--- src/sv/wpsp_pkg.sv ---
// Shared types and constants for the RIFF/WAVE PCM parser.
package wpsp_pkg;
  localparam logic [3:0] PH_RIFF  = 4'd0;
  localparam logic [3:0] PH_RSIZE = 4'd1;
  localparam logic [3:0] PH_WAVE  = 4'd2;
  localparam logic [3:0] PH_CID   = 4'd3;
  localparam logic [3:0] PH_CSIZE = 4'd4;
  localparam logic [3:0] PH_FMT   = 4'd5;
  localparam logic [3:0] PH_DATA  = 4'd6;
  localparam logic [3:0] PH_SKIP  = 4'd7;

  localparam logic [1:0] CT_OTHER = 2'd0;
  localparam logic [1:0] CT_FMT   = 2'd1;
  localparam logic [1:0] CT_DATA  = 2'd2;

  localparam logic [2:0] ERR_RIFF  = 3'd0;
  localparam logic [2:0] ERR_RSIZE = 3'd1;
  localparam logic [2:0] ERR_WAVE  = 3'd2;
  localparam logic [2:0] ERR_FSIZE = 3'd3;
  localparam logic [2:0] ERR_EXT   = 3'd4;
  localparam logic [2:0] ERR_NOFMT = 3'd5;
  localparam logic [2:0] ERR_PCM   = 3'd6;
  localparam logic [2:0] ERR_BITS  = 3'd7;

  localparam int QDEPTH = 4;
  localparam int QAW    = 2;

  // classified item passed from front to back
  typedef struct packed {
    logic        is_err;
    logic        clear;    // restart statistics
    logic [2:0]  code;
    logic        wide;     // 16-bit sample
    logic [15:0] raw;
    logic [15:0] chan;
  } op_t;

  typedef struct packed {
    logic        kind;
    logic [2:0]  error_code;
    logic [15:0] sample_raw;
    logic [15:0] channel;
    logic [31:0] sample_count;
    logic [15:0] signed_min;
    logic [15:0] signed_max;
    logic [15:0] unsigned_min;
    logic [15:0] unsigned_max;
    logic [47:0] signed_total;
    logic [47:0] unsigned_total;
  } res_t;

  function automatic logic [7:0] riff_byte(input logic [1:0] i);
    case (i)
      2'd0:    riff_byte = 8'h52;
      2'd1:    riff_byte = 8'h49;
      default: riff_byte = 8'h46;
    endcase
  endfunction

  function automatic logic [7:0] wave_byte(input logic [1:0] i);
    case (i)
      2'd0:    wave_byte = 8'h57;
      2'd1:    wave_byte = 8'h41;
      2'd2:    wave_byte = 8'h56;
      default: wave_byte = 8'h45;
    endcase
  endfunction

  function automatic logic [7:0] id_byte(input logic [1:0] ct, input logic [1:0] i);
    logic [31:0] w;
    w = (ct == CT_FMT) ? 32'h20746D66 : (ct == CT_DATA) ? 32'h61746164 : 32'h0;
    id_byte = w[{i, 3'b000} +: 8];
  endfunction
endpackage

--- src/sv/wpsp_front.sv ---
// Front end: byte-level RIFF/WAVE parse, emits classified ops.
module wpsp_front (
  input  logic            clk,
  input  logic            rst_n,
  input  logic            in_valid,
  input  logic [7:0]      in_byte,
  output logic            in_ready,
  output logic            op_valid,
  output wpsp_pkg::op_t   op,
  input  logic            op_room
);
  logic [3:0]  phase_r, phase_nxt;
  logic [4:0]  idx_r, idx_nxt;     // byte index, fmt offsets saturate at 31
  logic [1:0]  ct_r, ct_nxt;
  logic        fseen_r, fseen_nxt;
  logic [15:0] tag_r, tag_nxt, nch_r, nch_nxt, bits_r, bits_nxt, bb_r, bb_nxt;
  logic [15:0] bpos_r, bpos_nxt;
  logic [31:0] rem_r, rem_nxt;
  logic [7:0]  hold_r, hold_nxt;
  logic        halt_r, halt_nxt;
  logic        clr_r, clr_nxt;     // next sample op restarts statistics
  logic [17:0] span_r, span_nxt;   // channel_total * bytes per sample

  logic [1:0]  i;
  logic        go;
  logic [31:0] rem_dec, rem_new;
  logic [16:0] bpos_inc;
  logic [17:0] span_now;
  logic        e;
  logic [2:0]  ec;
  logic        s;
  logic [15:0] sraw, schan;

  // once halted every item is taken and dropped
  assign in_ready = op_room || halt_r;
  assign go = in_valid && in_ready;
  assign i = idx_r[1:0];
  assign rem_dec = (rem_r != 32'd0) ? rem_r - 32'd1 : rem_r;
  assign rem_new = rem_r | ({24'd0, in_byte} << {i, 3'b000});
  assign bpos_inc = {1'b0, bpos_r} + 17'd1;
  assign span_now = (bits_r == 16'd16) ? {1'b0, nch_r, 1'b0} :
                    (bits_r == 16'd8) ? {2'b00, nch_r} : 18'h3FFFF;

  always_comb begin
    phase_nxt = phase_r; idx_nxt = idx_r; ct_nxt = ct_r; fseen_nxt = fseen_r;
    tag_nxt = tag_r; nch_nxt = nch_r; bits_nxt = bits_r; bb_nxt = bb_r;
    bpos_nxt = bpos_r; rem_nxt = rem_r; hold_nxt = hold_r; halt_nxt = halt_r;
    clr_nxt = clr_r; span_nxt = span_r;
    e = 1'b0; ec = wpsp_pkg::ERR_RIFF; s = 1'b0; sraw = 16'd0; schan = 16'd0;
    if (go && !halt_r) begin
      case (phase_r)
        wpsp_pkg::PH_RIFF, wpsp_pkg::PH_WAVE: begin
          if (in_byte != ((phase_r == wpsp_pkg::PH_RIFF) ? wpsp_pkg::riff_byte(i)
                                                         : wpsp_pkg::wave_byte(i))) begin
            e = 1'b1;
            ec = (phase_r == wpsp_pkg::PH_RIFF) ? wpsp_pkg::ERR_RIFF : wpsp_pkg::ERR_WAVE;
          end else begin
            idx_nxt = {3'd0, i} + 5'd1;
            if (i == 2'd3) begin
              idx_nxt = 5'd0;
              if (phase_r == wpsp_pkg::PH_RIFF) begin
                phase_nxt = wpsp_pkg::PH_RSIZE; rem_nxt = 32'd0;
              end else begin
                phase_nxt = wpsp_pkg::PH_CID;
              end
            end
          end
        end
        wpsp_pkg::PH_RSIZE, wpsp_pkg::PH_CSIZE: begin
          rem_nxt = rem_new;
          idx_nxt = {3'd0, i} + 5'd1;
          if (i == 2'd3) begin
            idx_nxt = 5'd0;
            if (phase_r == wpsp_pkg::PH_RSIZE) begin
              if (rem_new == 32'd0) begin
                e = 1'b1; ec = wpsp_pkg::ERR_RSIZE;
              end else phase_nxt = wpsp_pkg::PH_WAVE;
            end else if (ct_r == wpsp_pkg::CT_FMT) begin
              if (rem_new != 32'd16 && rem_new != 32'd18 && rem_new != 32'd40) begin
                e = 1'b1; ec = wpsp_pkg::ERR_FSIZE;
              end else phase_nxt = wpsp_pkg::PH_FMT;
            end else if (ct_r == wpsp_pkg::CT_DATA) begin
              if (!fseen_r) begin
                e = 1'b1; ec = wpsp_pkg::ERR_NOFMT;
              end else if (tag_r != 16'd1) begin
                e = 1'b1; ec = wpsp_pkg::ERR_PCM;
              end else if (span_now == 18'h3FFFF || bb_r == 16'd0 ||
                           span_now > {2'b00, bb_r}) begin
                e = 1'b1; ec = wpsp_pkg::ERR_BITS;
              end else begin
                clr_nxt = 1'b1; bpos_nxt = 16'd0; span_nxt = span_now;
                phase_nxt = (rem_new == 32'd0) ? wpsp_pkg::PH_CID : wpsp_pkg::PH_DATA;
              end
            end else begin
              phase_nxt = (rem_new == 32'd0) ? wpsp_pkg::PH_CID : wpsp_pkg::PH_SKIP;
            end
          end
        end
        wpsp_pkg::PH_CID: begin
          if (i == 2'd0)
            ct_nxt = (in_byte == 8'h66) ? wpsp_pkg::CT_FMT :
                     (in_byte == 8'h64) ? wpsp_pkg::CT_DATA : wpsp_pkg::CT_OTHER;
          else if (ct_r != wpsp_pkg::CT_OTHER && in_byte != wpsp_pkg::id_byte(ct_r, i))
            ct_nxt = wpsp_pkg::CT_OTHER;
          idx_nxt = {3'd0, i} + 5'd1;
          if (i == 2'd3) begin
            phase_nxt = wpsp_pkg::PH_CSIZE; idx_nxt = 5'd0; rem_nxt = 32'd0;
          end
        end
        wpsp_pkg::PH_FMT: begin
          case (idx_r)
            5'd0: tag_nxt[7:0] = in_byte;
            5'd1: tag_nxt[15:8] = in_byte;
            5'd2: nch_nxt[7:0] = in_byte;
            5'd3: nch_nxt[15:8] = in_byte;
            5'd12: bb_nxt[7:0] = in_byte;
            5'd13: bb_nxt[15:8] = in_byte;
            5'd14: bits_nxt[7:0] = in_byte;
            5'd15: bits_nxt[15:8] = in_byte;
            5'd16: hold_nxt = in_byte;
            5'd17: begin
              if ({in_byte, hold_r} != 16'd0 && {in_byte, hold_r} != 16'd22) begin
                e = 1'b1; ec = wpsp_pkg::ERR_EXT;
              end
            end
            default: ;
          endcase
          if (!e) begin
            // the low-byte offsets 0, 2, 12 and 14 write the whole field, clearing the high byte
            case (idx_r)
              5'd0: tag_nxt[15:8] = 8'd0;
              5'd2: nch_nxt[15:8] = 8'd0;
              5'd12: bb_nxt[15:8] = 8'd0;
              5'd14: bits_nxt[15:8] = 8'd0;
              default: ;
            endcase
            idx_nxt = (idx_r == 5'd31) ? idx_r : idx_r + 5'd1;
            rem_nxt = rem_dec;
            if (rem_dec == 32'd0) begin
              fseen_nxt = 1'b1; phase_nxt = wpsp_pkg::PH_CID; idx_nxt = 5'd0;
            end
          end
        end
        wpsp_pkg::PH_DATA: begin
          if ({2'b00, bpos_r} < span_r) begin
            if (bits_r != 16'd16) begin
              s = 1'b1; sraw = {8'd0, in_byte}; schan = bpos_r;
            end else if (bpos_r[0]) begin
              s = 1'b1; sraw = {in_byte, hold_r}; schan = {1'b0, bpos_r[15:1]};
            end else hold_nxt = in_byte;
          end
          bpos_nxt = (bpos_inc >= {1'b0, bb_r}) ? 16'd0 : bpos_inc[15:0];
          rem_nxt = rem_dec;
          if (rem_dec == 32'd0 && bpos_nxt == 16'd0) begin
            phase_nxt = wpsp_pkg::PH_CID; idx_nxt = 5'd0;
          end
          if (s) clr_nxt = 1'b0;
        end
        wpsp_pkg::PH_SKIP: begin
          rem_nxt = rem_dec;
          if (rem_dec == 32'd0) begin
            phase_nxt = wpsp_pkg::PH_CID; idx_nxt = 5'd0;
          end
        end
        default: begin
          phase_nxt = wpsp_pkg::PH_CID; idx_nxt = 5'd0;
        end
      endcase
      if (e) halt_nxt = 1'b1;
    end
  end

  assign op_valid = e || s;
  assign op.is_err = e;
  assign op.clear = clr_r;
  assign op.code = e ? ec : wpsp_pkg::ERR_RIFF;
  assign op.wide = (bits_r == 16'd16);
  assign op.raw = sraw;
  assign op.chan = schan;

  always_ff @(posedge clk) begin
    if (!rst_n) begin
      phase_r <= wpsp_pkg::PH_RIFF; idx_r <= 5'd0; ct_r <= wpsp_pkg::CT_OTHER;
      fseen_r <= 1'b0; tag_r <= 16'd0; nch_r <= 16'd0; bits_r <= 16'd0; bb_r <= 16'd0;
      bpos_r <= 16'd0; rem_r <= 32'd0; hold_r <= 8'd0; halt_r <= 1'b0; clr_r <= 1'b0;
      span_r <= 18'd0;
    end else begin
      phase_r <= phase_nxt; idx_r <= idx_nxt; ct_r <= ct_nxt; fseen_r <= fseen_nxt;
      tag_r <= tag_nxt; nch_r <= nch_nxt; bits_r <= bits_nxt; bb_r <= bb_nxt;
      bpos_r <= bpos_nxt; rem_r <= rem_nxt; hold_r <= hold_nxt; halt_r <= halt_nxt;
      clr_r <= clr_nxt; span_r <= span_nxt;
    end
  end
endmodule

--- src/sv/wpsp_queue.sv ---
// Short FIFO of classified ops between front and back.
module wpsp_queue (
  input  logic          clk,
  input  logic          rst_n,
  input  logic          wr_en,
  input  wpsp_pkg::op_t wr_op,
  output logic          room,
  output logic          rd_valid,
  output wpsp_pkg::op_t rd_op,
  input  logic          rd_en
);
  wpsp_pkg::op_t mem_r [wpsp_pkg::QDEPTH];
  logic [wpsp_pkg::QAW-1:0] wp_r, rp_r;
  logic [wpsp_pkg::QAW:0]   cnt_r;

  // keep one slot spare so room is a register-only decision
  assign room = cnt_r < (wpsp_pkg::QAW+1)'(wpsp_pkg::QDEPTH - 1);
  assign rd_valid = cnt_r != '0;
  assign rd_op = mem_r[rp_r];

  always_ff @(posedge clk) begin
    if (wr_en) mem_r[wp_r] <= wr_op;
  end

  always_ff @(posedge clk) begin
    if (!rst_n) begin
      wp_r <= '0; rp_r <= '0; cnt_r <= '0;
    end else begin
      if (wr_en) wp_r <= wp_r + 1'b1;
      if (rd_en) rp_r <= rp_r + 1'b1;
      cnt_r <= cnt_r + (wpsp_pkg::QAW+1)'(wr_en) - (wpsp_pkg::QAW+1)'(rd_en);
    end
  end
endmodule

--- src/sv/wpsp_back.sv ---
// Back end: running statistics and registered result stage.
module wpsp_back (
  input  logic           clk,
  input  logic           rst_n,
  input  logic           op_valid,
  input  wpsp_pkg::op_t  op,
  output logic           op_take,
  output logic           out_valid,
  output wpsp_pkg::res_t res,
  input  logic           out_ready
);
  logic [31:0] cnt_r;
  logic signed [15:0] smin_r, smax_r;
  logic [15:0] umin_r, umax_r;
  logic signed [47:0] ssum_r;
  logic [47:0] usum_r;
  logic valid_r;
  wpsp_pkg::res_t res_r;

  logic [31:0] c0, cn;
  logic signed [15:0] smin0, smax0, sv, sminn, smaxn;
  logic [15:0] umin0, umax0, uminn, umaxn;
  logic signed [47:0] ssum0, ssumn;
  logic signed [48:0] st;
  logic [47:0] usum0, usumn;
  logic [48:0] ut;

  assign op_take = op_valid && (!valid_r || out_ready);

  always_comb begin
    c0 = op.clear ? 32'd0 : cnt_r;
    smin0 = op.clear ? 16'sh7FFF : smin_r;
    smax0 = op.clear ? -16'sh8000 : smax_r;
    umin0 = op.clear ? 16'hFFFF : umin_r;
    umax0 = op.clear ? 16'h0000 : umax_r;
    ssum0 = op.clear ? 48'sd0 : ssum_r;
    usum0 = op.clear ? 48'd0 : usum_r;
    sv = op.wide ? $signed(op.raw) : $signed({8'd0, op.raw[7:0]});
    cn = (c0 == 32'hFFFFFFFF) ? c0 : c0 + 32'd1;
    sminn = (sv < smin0) ? sv : smin0;
    smaxn = (sv > smax0) ? sv : smax0;
    uminn = (op.raw < umin0) ? op.raw : umin0;
    umaxn = (op.raw > umax0) ? op.raw : umax0;
    st = {ssum0[47], ssum0} + {{33{sv[15]}}, sv};
    ssumn = (st[48] != st[47]) ? (st[48] ? {1'b1, 47'd0} : {1'b0, {47{1'b1}}})
                               : st[47:0];
    ut = {1'b0, usum0} + {33'd0, op.raw};
    usumn = ut[48] ? {48{1'b1}} : ut[47:0];
  end

  always_ff @(posedge clk) begin
    if (!rst_n) begin
      valid_r <= 1'b0;
      cnt_r <= 32'd0; smin_r <= 16'sh7FFF; smax_r <= -16'sh8000;
      umin_r <= 16'hFFFF; umax_r <= 16'h0000; ssum_r <= 48'sd0; usum_r <= 48'd0;
    end else begin
      if (op_take) valid_r <= 1'b1;
      else if (out_ready) valid_r <= 1'b0;
      if (op_take && !op.is_err) begin
        cnt_r <= cn; smin_r <= sminn; smax_r <= smaxn;
        umin_r <= uminn; umax_r <= umaxn; ssum_r <= ssumn; usum_r <= usumn;
      end
    end
  end

  always_ff @(posedge clk) begin
    if (op_take) begin
      if (op.is_err) begin
        res_r.kind <= 1'b1;
        res_r.error_code <= op.code;
        res_r.sample_raw <= 16'd0;
        res_r.channel <= 16'd0;
        res_r.sample_count <= 32'd0;
        res_r.signed_min <= 16'd0;
        res_r.signed_max <= 16'd0;
        res_r.unsigned_min <= 16'd0;
        res_r.unsigned_max <= 16'd0;
        res_r.signed_total <= 48'd0;
        res_r.unsigned_total <= 48'd0;
      end else begin
        res_r.kind <= 1'b0;
        res_r.error_code <= wpsp_pkg::ERR_RIFF;
        res_r.sample_raw <= op.raw;
        res_r.channel <= op.chan;
        res_r.sample_count <= cn;
        res_r.signed_min <= sminn;
        res_r.signed_max <= smaxn;
        res_r.unsigned_min <= uminn;
        res_r.unsigned_max <= umaxn;
        res_r.signed_total <= ssumn;
        res_r.unsigned_total <= usumn;
      end
    end
  end

  assign out_valid = valid_r;
  assign res = res_r;
endmodule

--- src/sv/wav_pcm_stream_parser_stats_core.sv ---
// Top level of the RIFF/WAVE PCM parser with sample statistics.
// Throughput: one byte per cycle while the result side keeps up.
// On its way from its byte, a result is registered first in the op queue, then in the result register.
// The front stalls only when the 4-entry op queue holds 3 ops.
// After an error the block takes and discards every byte until reset.
// Reset: synchronous, active low, returns the parser to the RIFF magic.
module wav_pcm_stream_parser_stats_core (
  input  logic         clk,
  input  logic         rst_n,
  input  logic         in_tvalid,
  output logic         in_tready,
  input  logic [7:0]   in_tdata,   // in_byte
  output logic         out_tvalid,
  input  logic         out_tready,
  output logic [231:0] out_tdata   // kind, error_code, sample_raw, channel, sample_count,
                                   // signed_min, signed_max, unsigned_min, unsigned_max,
                                   // signed_total, unsigned_total, 4 bits zero fill
);
  logic           f_valid, q_room, q_valid, q_take;
  wpsp_pkg::op_t  f_op, q_op;
  wpsp_pkg::res_t r;

  wpsp_front u_front (
    .clk(clk), .rst_n(rst_n), .in_valid(in_tvalid), .in_byte(in_tdata),
    .in_ready(in_tready), .op_valid(f_valid), .op(f_op), .op_room(q_room)
  );

  wpsp_queue u_queue (
    .clk(clk), .rst_n(rst_n), .wr_en(f_valid), .wr_op(f_op), .room(q_room),
    .rd_valid(q_valid), .rd_op(q_op), .rd_en(q_take)
  );

  wpsp_back u_back (
    .clk(clk), .rst_n(rst_n), .op_valid(q_valid), .op(q_op), .op_take(q_take),
    .out_valid(out_tvalid), .res(r), .out_ready(out_tready)
  );

  assign out_tdata = {4'd0, r.unsigned_total, r.signed_total, r.unsigned_max,
                      r.unsigned_min, r.signed_max, r.signed_min, r.sample_count,
                      r.channel, r.sample_raw, r.error_code, r.kind};
endmodule

--- config.mk ---
export PLATFORM = sky130hd
export DESIGN_NAME = wav_pcm_stream_parser_stats_core
export DESIGN_NICKNAME = d
export VERILOG_FILES = /design/src/sv/wpsp_pkg.sv /design/src/sv/wpsp_front.sv /design/src/sv/wpsp_queue.sv /design/src/sv/wpsp_back.sv /design/src/sv/wav_pcm_stream_parser_stats_core.sv
export SDC_FILE = /design/constraint.sdc
export NUM_CORES = 2
export LEC_CHECK = 0
export BUFFER_PORTS_ARGS = -buffer_cell sky130_fd_sc_hd__buf_2
export CORE_AREA = 2 2 214 427
export CTS_BUF_LIST = sky130_fd_sc_hd__clkbuf_8
export CTS_CLUSTER_SIZE = 25
export DETAILED_ROUTE_END_ITERATION = 8
export DIE_AREA = 0 0 216 429
export PLACE_DENSITY = 0.63
export SLEW_MARGIN = 20
export SYNTH_ARGS = -nofsm -noshare
export SYNTH_HDL_FRONTEND = slang
export SYNTH_SLANG_ARGS = --single-unit
--- constraint.sdc ---
create_clock -name clk -period 40.2 [get_ports clk]
set_clock_uncertainty 0.2 [all_clocks]
set_input_delay 2.01 -clock clk [delete_from_list [all_inputs] [get_ports clk]]
set_output_delay 2.01 -clock clk [all_outputs]
set_load 0.005 [all_outputs]
# [After elaboration in Yosys (flattened, before gate mapping)]
# Memories as Yosys holds them, arrays and structs flattened. A register that Yosys moved wholly into a read port is not among the register bits.
# Cells that the tools add are included.
[totals] register_bits=580 ramBits=152 inputBits=12 output_inout_bits=234 memories=1
[op_classes] n_addsub=11 magnitude_cmp=8 eq_ne=62 shifts=2 n_mux=157 bitwise_logic=6 reduce_logical=52
[mem_list] name="u_queue.mem_r" words=4 width=38 read_ports=1 rd_clocked_by_memory_dff=1 write_ports=1 line_no="wpsp_queue.sv:12" source="wpsp_pkg::op_t mem_r [wpsp_pkg::QDEPTH];"
[ops] operator="$mux 16" n=26
[ops] operator="$mux 32" n=9
[ops] operator="$mux 48" n=5
[ops] operator="$mux 228" n=1
[ops] operator="$mux 8" n=21
[ops] operator="$pmux 32 s5" n=1
[ops] operator="$add 48x16->49" n=2
[ops] operator="$logic_not 32->1" n=2
[ops] operator="$ne 32x5->1 const B" n=2
[ops] operator="$mux 4" n=15
[ops] operator="$mux 3" n=14
[ops] operator="$mux 1" n=36
[ops] operator="$mux 18" n=2
[ops] operator="$mux 5" n=7
[ops] operator="$add 32x1->32 const B" n=1
[ops] operator="$eq 32x32->1 const B" n=1
[ops] operator="$gt 16x16->1" n=2
[ops] operator="$logic_not 16->1" n=2
[ops] operator="$lt 16x16->1" n=2
[ops] operator="$ne 16x5->1 const B" n=2
[ops] operator="$ne 32x6->1 const B" n=1
[ops] operator="$or 32x32->32" n=1
[ops] operator="$pmux 16 s2" n=1
[ops] operator="$reduce_bool 32->1" n=1
[ops] operator="other kinds (67)" n=141

# [Logic depth before layout (Yosys ltp)]
[logic_depth] depth_word=19 depth_mapped=21

# [By module]
# Synthesis repeated with hierarchy kept, for this count alone.
[unflattened] hier_cells=4312 area_unflattened_um2=40458.8
[modules_own_cells] module="wpsp_back" instances=1 cells_per_inst=2636 area_per_inst_um2=23930.5 seq_area_each_um2=10710.3
[modules_own_cells] module="wpsp_front" instances=1 cells_per_inst=1428 area_per_inst_um2=10553.9 seq_area_each_um2=3022.9
[modules_own_cells] module="wpsp_queue" instances=1 cells_per_inst=243 area_per_inst_um2=5940.7 seq_area_each_um2=4744.6
[modules_own_cells] module="wav_pcm_stream_parser_stats_core" instances=1 cells_per_inst=5 area_per_inst_um2=33.8 seq_area_each_um2=0.0

# [Worst setup path after synthesis]
# Ideal clock, no wire load.
[synth_path] path_kind="input port to flip-flop" start="in out_tready" end="reg u_back.smin_r[10]" t_arrival_ns=16.834 slack_ns=23.105 cell_stages=7 path_cell_list="inv_1 -> a21oi_1 -> nand2_1 -> a21oi_1 -> clkbuf_1 -> o22ai_1 -> nand2_1"
[synth_between] elab_chain_cells=3
[synth_lines] item="from (decl)" line_no="wav_pcm_stream_parser_stats_core.sv:14" source="input logic out_tready,"
[synth_lines] item="$logic_or 1x1->1" line_no="wpsp_back.sv:28" source="assign op_take = op_valid && (!valid_r || out_ready);"
[synth_lines] item="$logic_and 1x1->1" line_no="wpsp_back.sv:28"
[synth_lines] item="net q_take" line_no="wav_pcm_stream_parser_stats_core.sv:19" source="logic f_valid, q_room, q_valid, q_take;"
[synth_lines] item="$logic_and 1x1->1" line_no="wpsp_back.sv:59" source="if (op_take && !op.is_err) begin"
[synth_lines] item="to (signal assigned)" line_no="wpsp_back.sv:60" source="cnt_r <= cn; smin_r <= sminn; smax_r <= smaxn;"
[synth_lines] item="to (decl)" line_no="wpsp_back.sv:13" source="logic signed [15:0] smin_r, smax_r;"
# The timed path passes the listed nets, and every way through them passes these cells.
# A chain may end at the register's enable or synchronous reset.

==> results.yml <==
yosys:
  synth_top_cell_by_area: "edfxtp_1"
  ys.warnings.count: 0
  ys.flop_type: "edfxtp_1"
  yosysMostFrequentCell: "nor2_1"
  synth-edff-count: 380
  netlist-cell-type-count: 81
  synth_top_area_share: 0.2921
  ys_top_cells_by_area: "edfxtp_1, dfxtp_1, ha_1"
  synthTopCellsByCount: "nor2_1, nand2_1, edfxtp_1"
  syn_inst: 4154
  avgSynthCellArea_um2: 9.406
  yosysSeqAreaShare: 0.4729
  ys_ff_latch: 733
  syn_area_mm2: 0.03907
  async_reset_ff_frac: 0
clock_network:
  clk_path_buf_depth: 3
  cts_sinks: 733
  ctsHtreeMaxLevel: 3
  clkLatencyLatePin_ns: 0.82
  cts_root_buf: "clkbuf_8"
  cts_buffers: 105
  cts_setup_buffers: 0
  cts.repair.resized: 0
  clkTransAtPathRegs_ns: 0.07
  cts_tree: "yes"
  hold_buffers: 0
setup_path:
  arrival_ns: 7.35
  rr_endpoint: "u_back.res[71]"
  cp-end-kind: "register"
  critical_path_class: "register to register"
  cp-start-kind: "register"
  reg2reg_slack_ns: 33.16
  critPathRequiredTime_ns: 40.51
  critPathMaxFanout: 56
  r2r_cells: 16
timing:
  slew_headroom: 0.2217
  drv_slew: 0
  worstMarginPinSlew_ns: 1.157
  rsz0062_at_grt: "no"
  fmax_mhz: 142.1
  min_period_over_period: 0.1751
  setup_slack_ns: 33.16
  setup_tns_ns: 0
  period_needed_ns: 7.040
  setup_viol: 0
  finalHoldViolCount: 0
power_and_ir_drop:
  clockPowerShare: 0.203
  seqPwrFrac: 0.376
  swShare: 0.4105
  switching_power_mw: 1.233
  powerDensity_mw_per_mm2: 69.17
  comb_power_share: 0.420
  ir_drop_uv: 50.63
  p_int_mw: 1.771
  leakage_nw: 16.77
drt:
  wire_per_inst_um: 22.08
  drt_wl_total_um: 122800
  drt_first_iter_violations: 2421
  drt_first_pass_iters: 7
  via_per_inst: 5.900
  drc_errors: 0
  num_vias: 32810
  antenna_left: 0
outcome:
  status: "finished clean"
floorplanning:
  dieHeight_um: 429
  num_rows: 155
  die_x_um: 216
  ios: 246
  core_area_mm2: 0.08921
  start_util: 0.4380
  die_area_mm2: 0.09266
hold_path:
  holdPathEnd: "u_back.ssum_r[47]"
  timing.hold.worst.start: "u_back.ssum_r[47]"
  worstHoldPathType: "register to register"
  min_path_cells: 2
global_route:
  antenna_found_initial: 2
  grt_max_degree: 81
  grt_util_all_layers: 0.2580
  first_global_vias: 32460
  overflow: 0
  grt_pass1_wl_um: 186400
job:
  maxCapViolCount: 0
placed_design:
  numPortBuffers: 241
  dp_hpwl_um: 86860
  gp_congestion: 0.9497
  dpl.cell_count: 5363
  pre_cts_slack_ns: 33.18
final_layout:
  areaGrowthSynthToFinish_pct: 11.18
  layout.cells.non_filler: 5561
  seqCellArea_mm2: 0.01848
  drive_gt1_frac: 0.1259
  multi_input_area_mm2: 0.01925
  layout.nets: 4503
  nFillCells: 8503
through the flow:
step	hold slack, ns	area, µm²	power (mW)	utilization
3_3_place_gp	0.2273	41280	2.390	0.4627
2_1_floorplan	0.2173	39080	1.961	-
4_1_cts	0.2578	43420	3.023	0.4867
6_report	0.2535	43440	3.004	0.4869
5_1_grt	0.2779	43440	3.179	0.4869
3_5_place_dp	0.2425	41300	2.407	0.4630
placed cells by master, fill, tap and decap left out, types with 34 or more instances in the layout:
master,n
mux2i_1,46
and2_1,56
mux4_2,36
nor3_1,74
dfxtp_1,351
a22oi_1,35
inv_1,140
xor2_1,53
a211oi_1,58
buf_4,62
ha_1,195
nand2_1,404
nor2_1,482
nor4_1,39
and3_1,34
xnor2_1,90
a21oi_1,342
a21o_1,80
edfxtp_1,380
buf_2,240
clkbuf_8,114
nor2b_1,97
o21ai_0,240
nand3_1,158
nand4_1,52
cell type report:
type / count / area share
multi-input cells: 3038 / 0.4431
flip-flops and latches: 733 / 0.4254
repair buffers: 303 / 0.03900
clock buffers: 114 / 0.03612
well taps: 1177 / 0.03390
clock inverters: 83 / 0.01256
inverters: 112 / 0.009851
diodes: 1 / 0.00005761
registers in the layout (all words and copies together), names as in the netlist, 18 cells and up, named ones only:
name and cells:
u_back.res 228, u_queue.mem_r 152, u_back.ssum_r 48, u_back.usum_r 48, u_back.cnt_r 32, u_front.rem_r 32
u_front.span_r 18
cell families after synthesis:
group | count (synthesis) | share of synthesized area
XOR/XNOR | 143 | 0.03206
other | 1 | 0.00009598
multiplexers | 98 | 0.03744
buffers and inverters | 386 | 0.03782
adder cells (fa/ha/maj) | 201 | 0.06475
AO/OA/AOI/OAI | 1060 | 0.1701
AND/OR/NAND/NOR | 1532 | 0.1848
flip-flops | 733 | 0.4729
worst max-delay path: stages (launching register included):
cell and delay, ns:
dfxtp_2 0.32, buf_4 0.61, mux4_4 0.95, buf_4 0.69, nor2b_1 0.12, ha_1 0.40, nand2_1 0.14, nand3b_1 0.09
a221oi_1 0.48, o21ai_0 0.19, a31oi_1 0.18, o21ai_0 0.29, a31oi_1 0.73, nand2_1 0.51, nand2_1 0.18, buf_4 0.46
nor2_1 0.09
how the worst max path moves through the flow:
stage | end | slack [ns] | cells after the start
after floorplan | u_back.smin_r[10] | 23.10 | 7
after global placement | u_back.res[71] | 33.33 | 16
after detailed placement | u_back.res[71] | 33.18 | 16
after CTS | u_back.res[71] | 33.10 | 16
after global routing | u_back.res[68] | 32.60 | 16
final | u_back.res[71] | 33.16 | 16
routing by layer:
metal	routed length, µm	global-route usage	vias up
li1	-	-	15360
met1	43780	0.2660	15990
met2	65520	0.4883	1073
met3	5584	0.03287	389
met4	7888	0.1594	0
met5	0	0	-
power groups by stage:
stage	registers (mW)	logic, mW	clock network (mW)
finish	1.13	1.26	0.610
global route	1.15	1.38	0.654
CTS	1.13	1.27	0.626
detailed placement	1.15	1.26	0
global placement	1.15	1.24	0
floorplan	1.18	0.779	0
No activity file was read; power rests on OpenSTA's default activity.
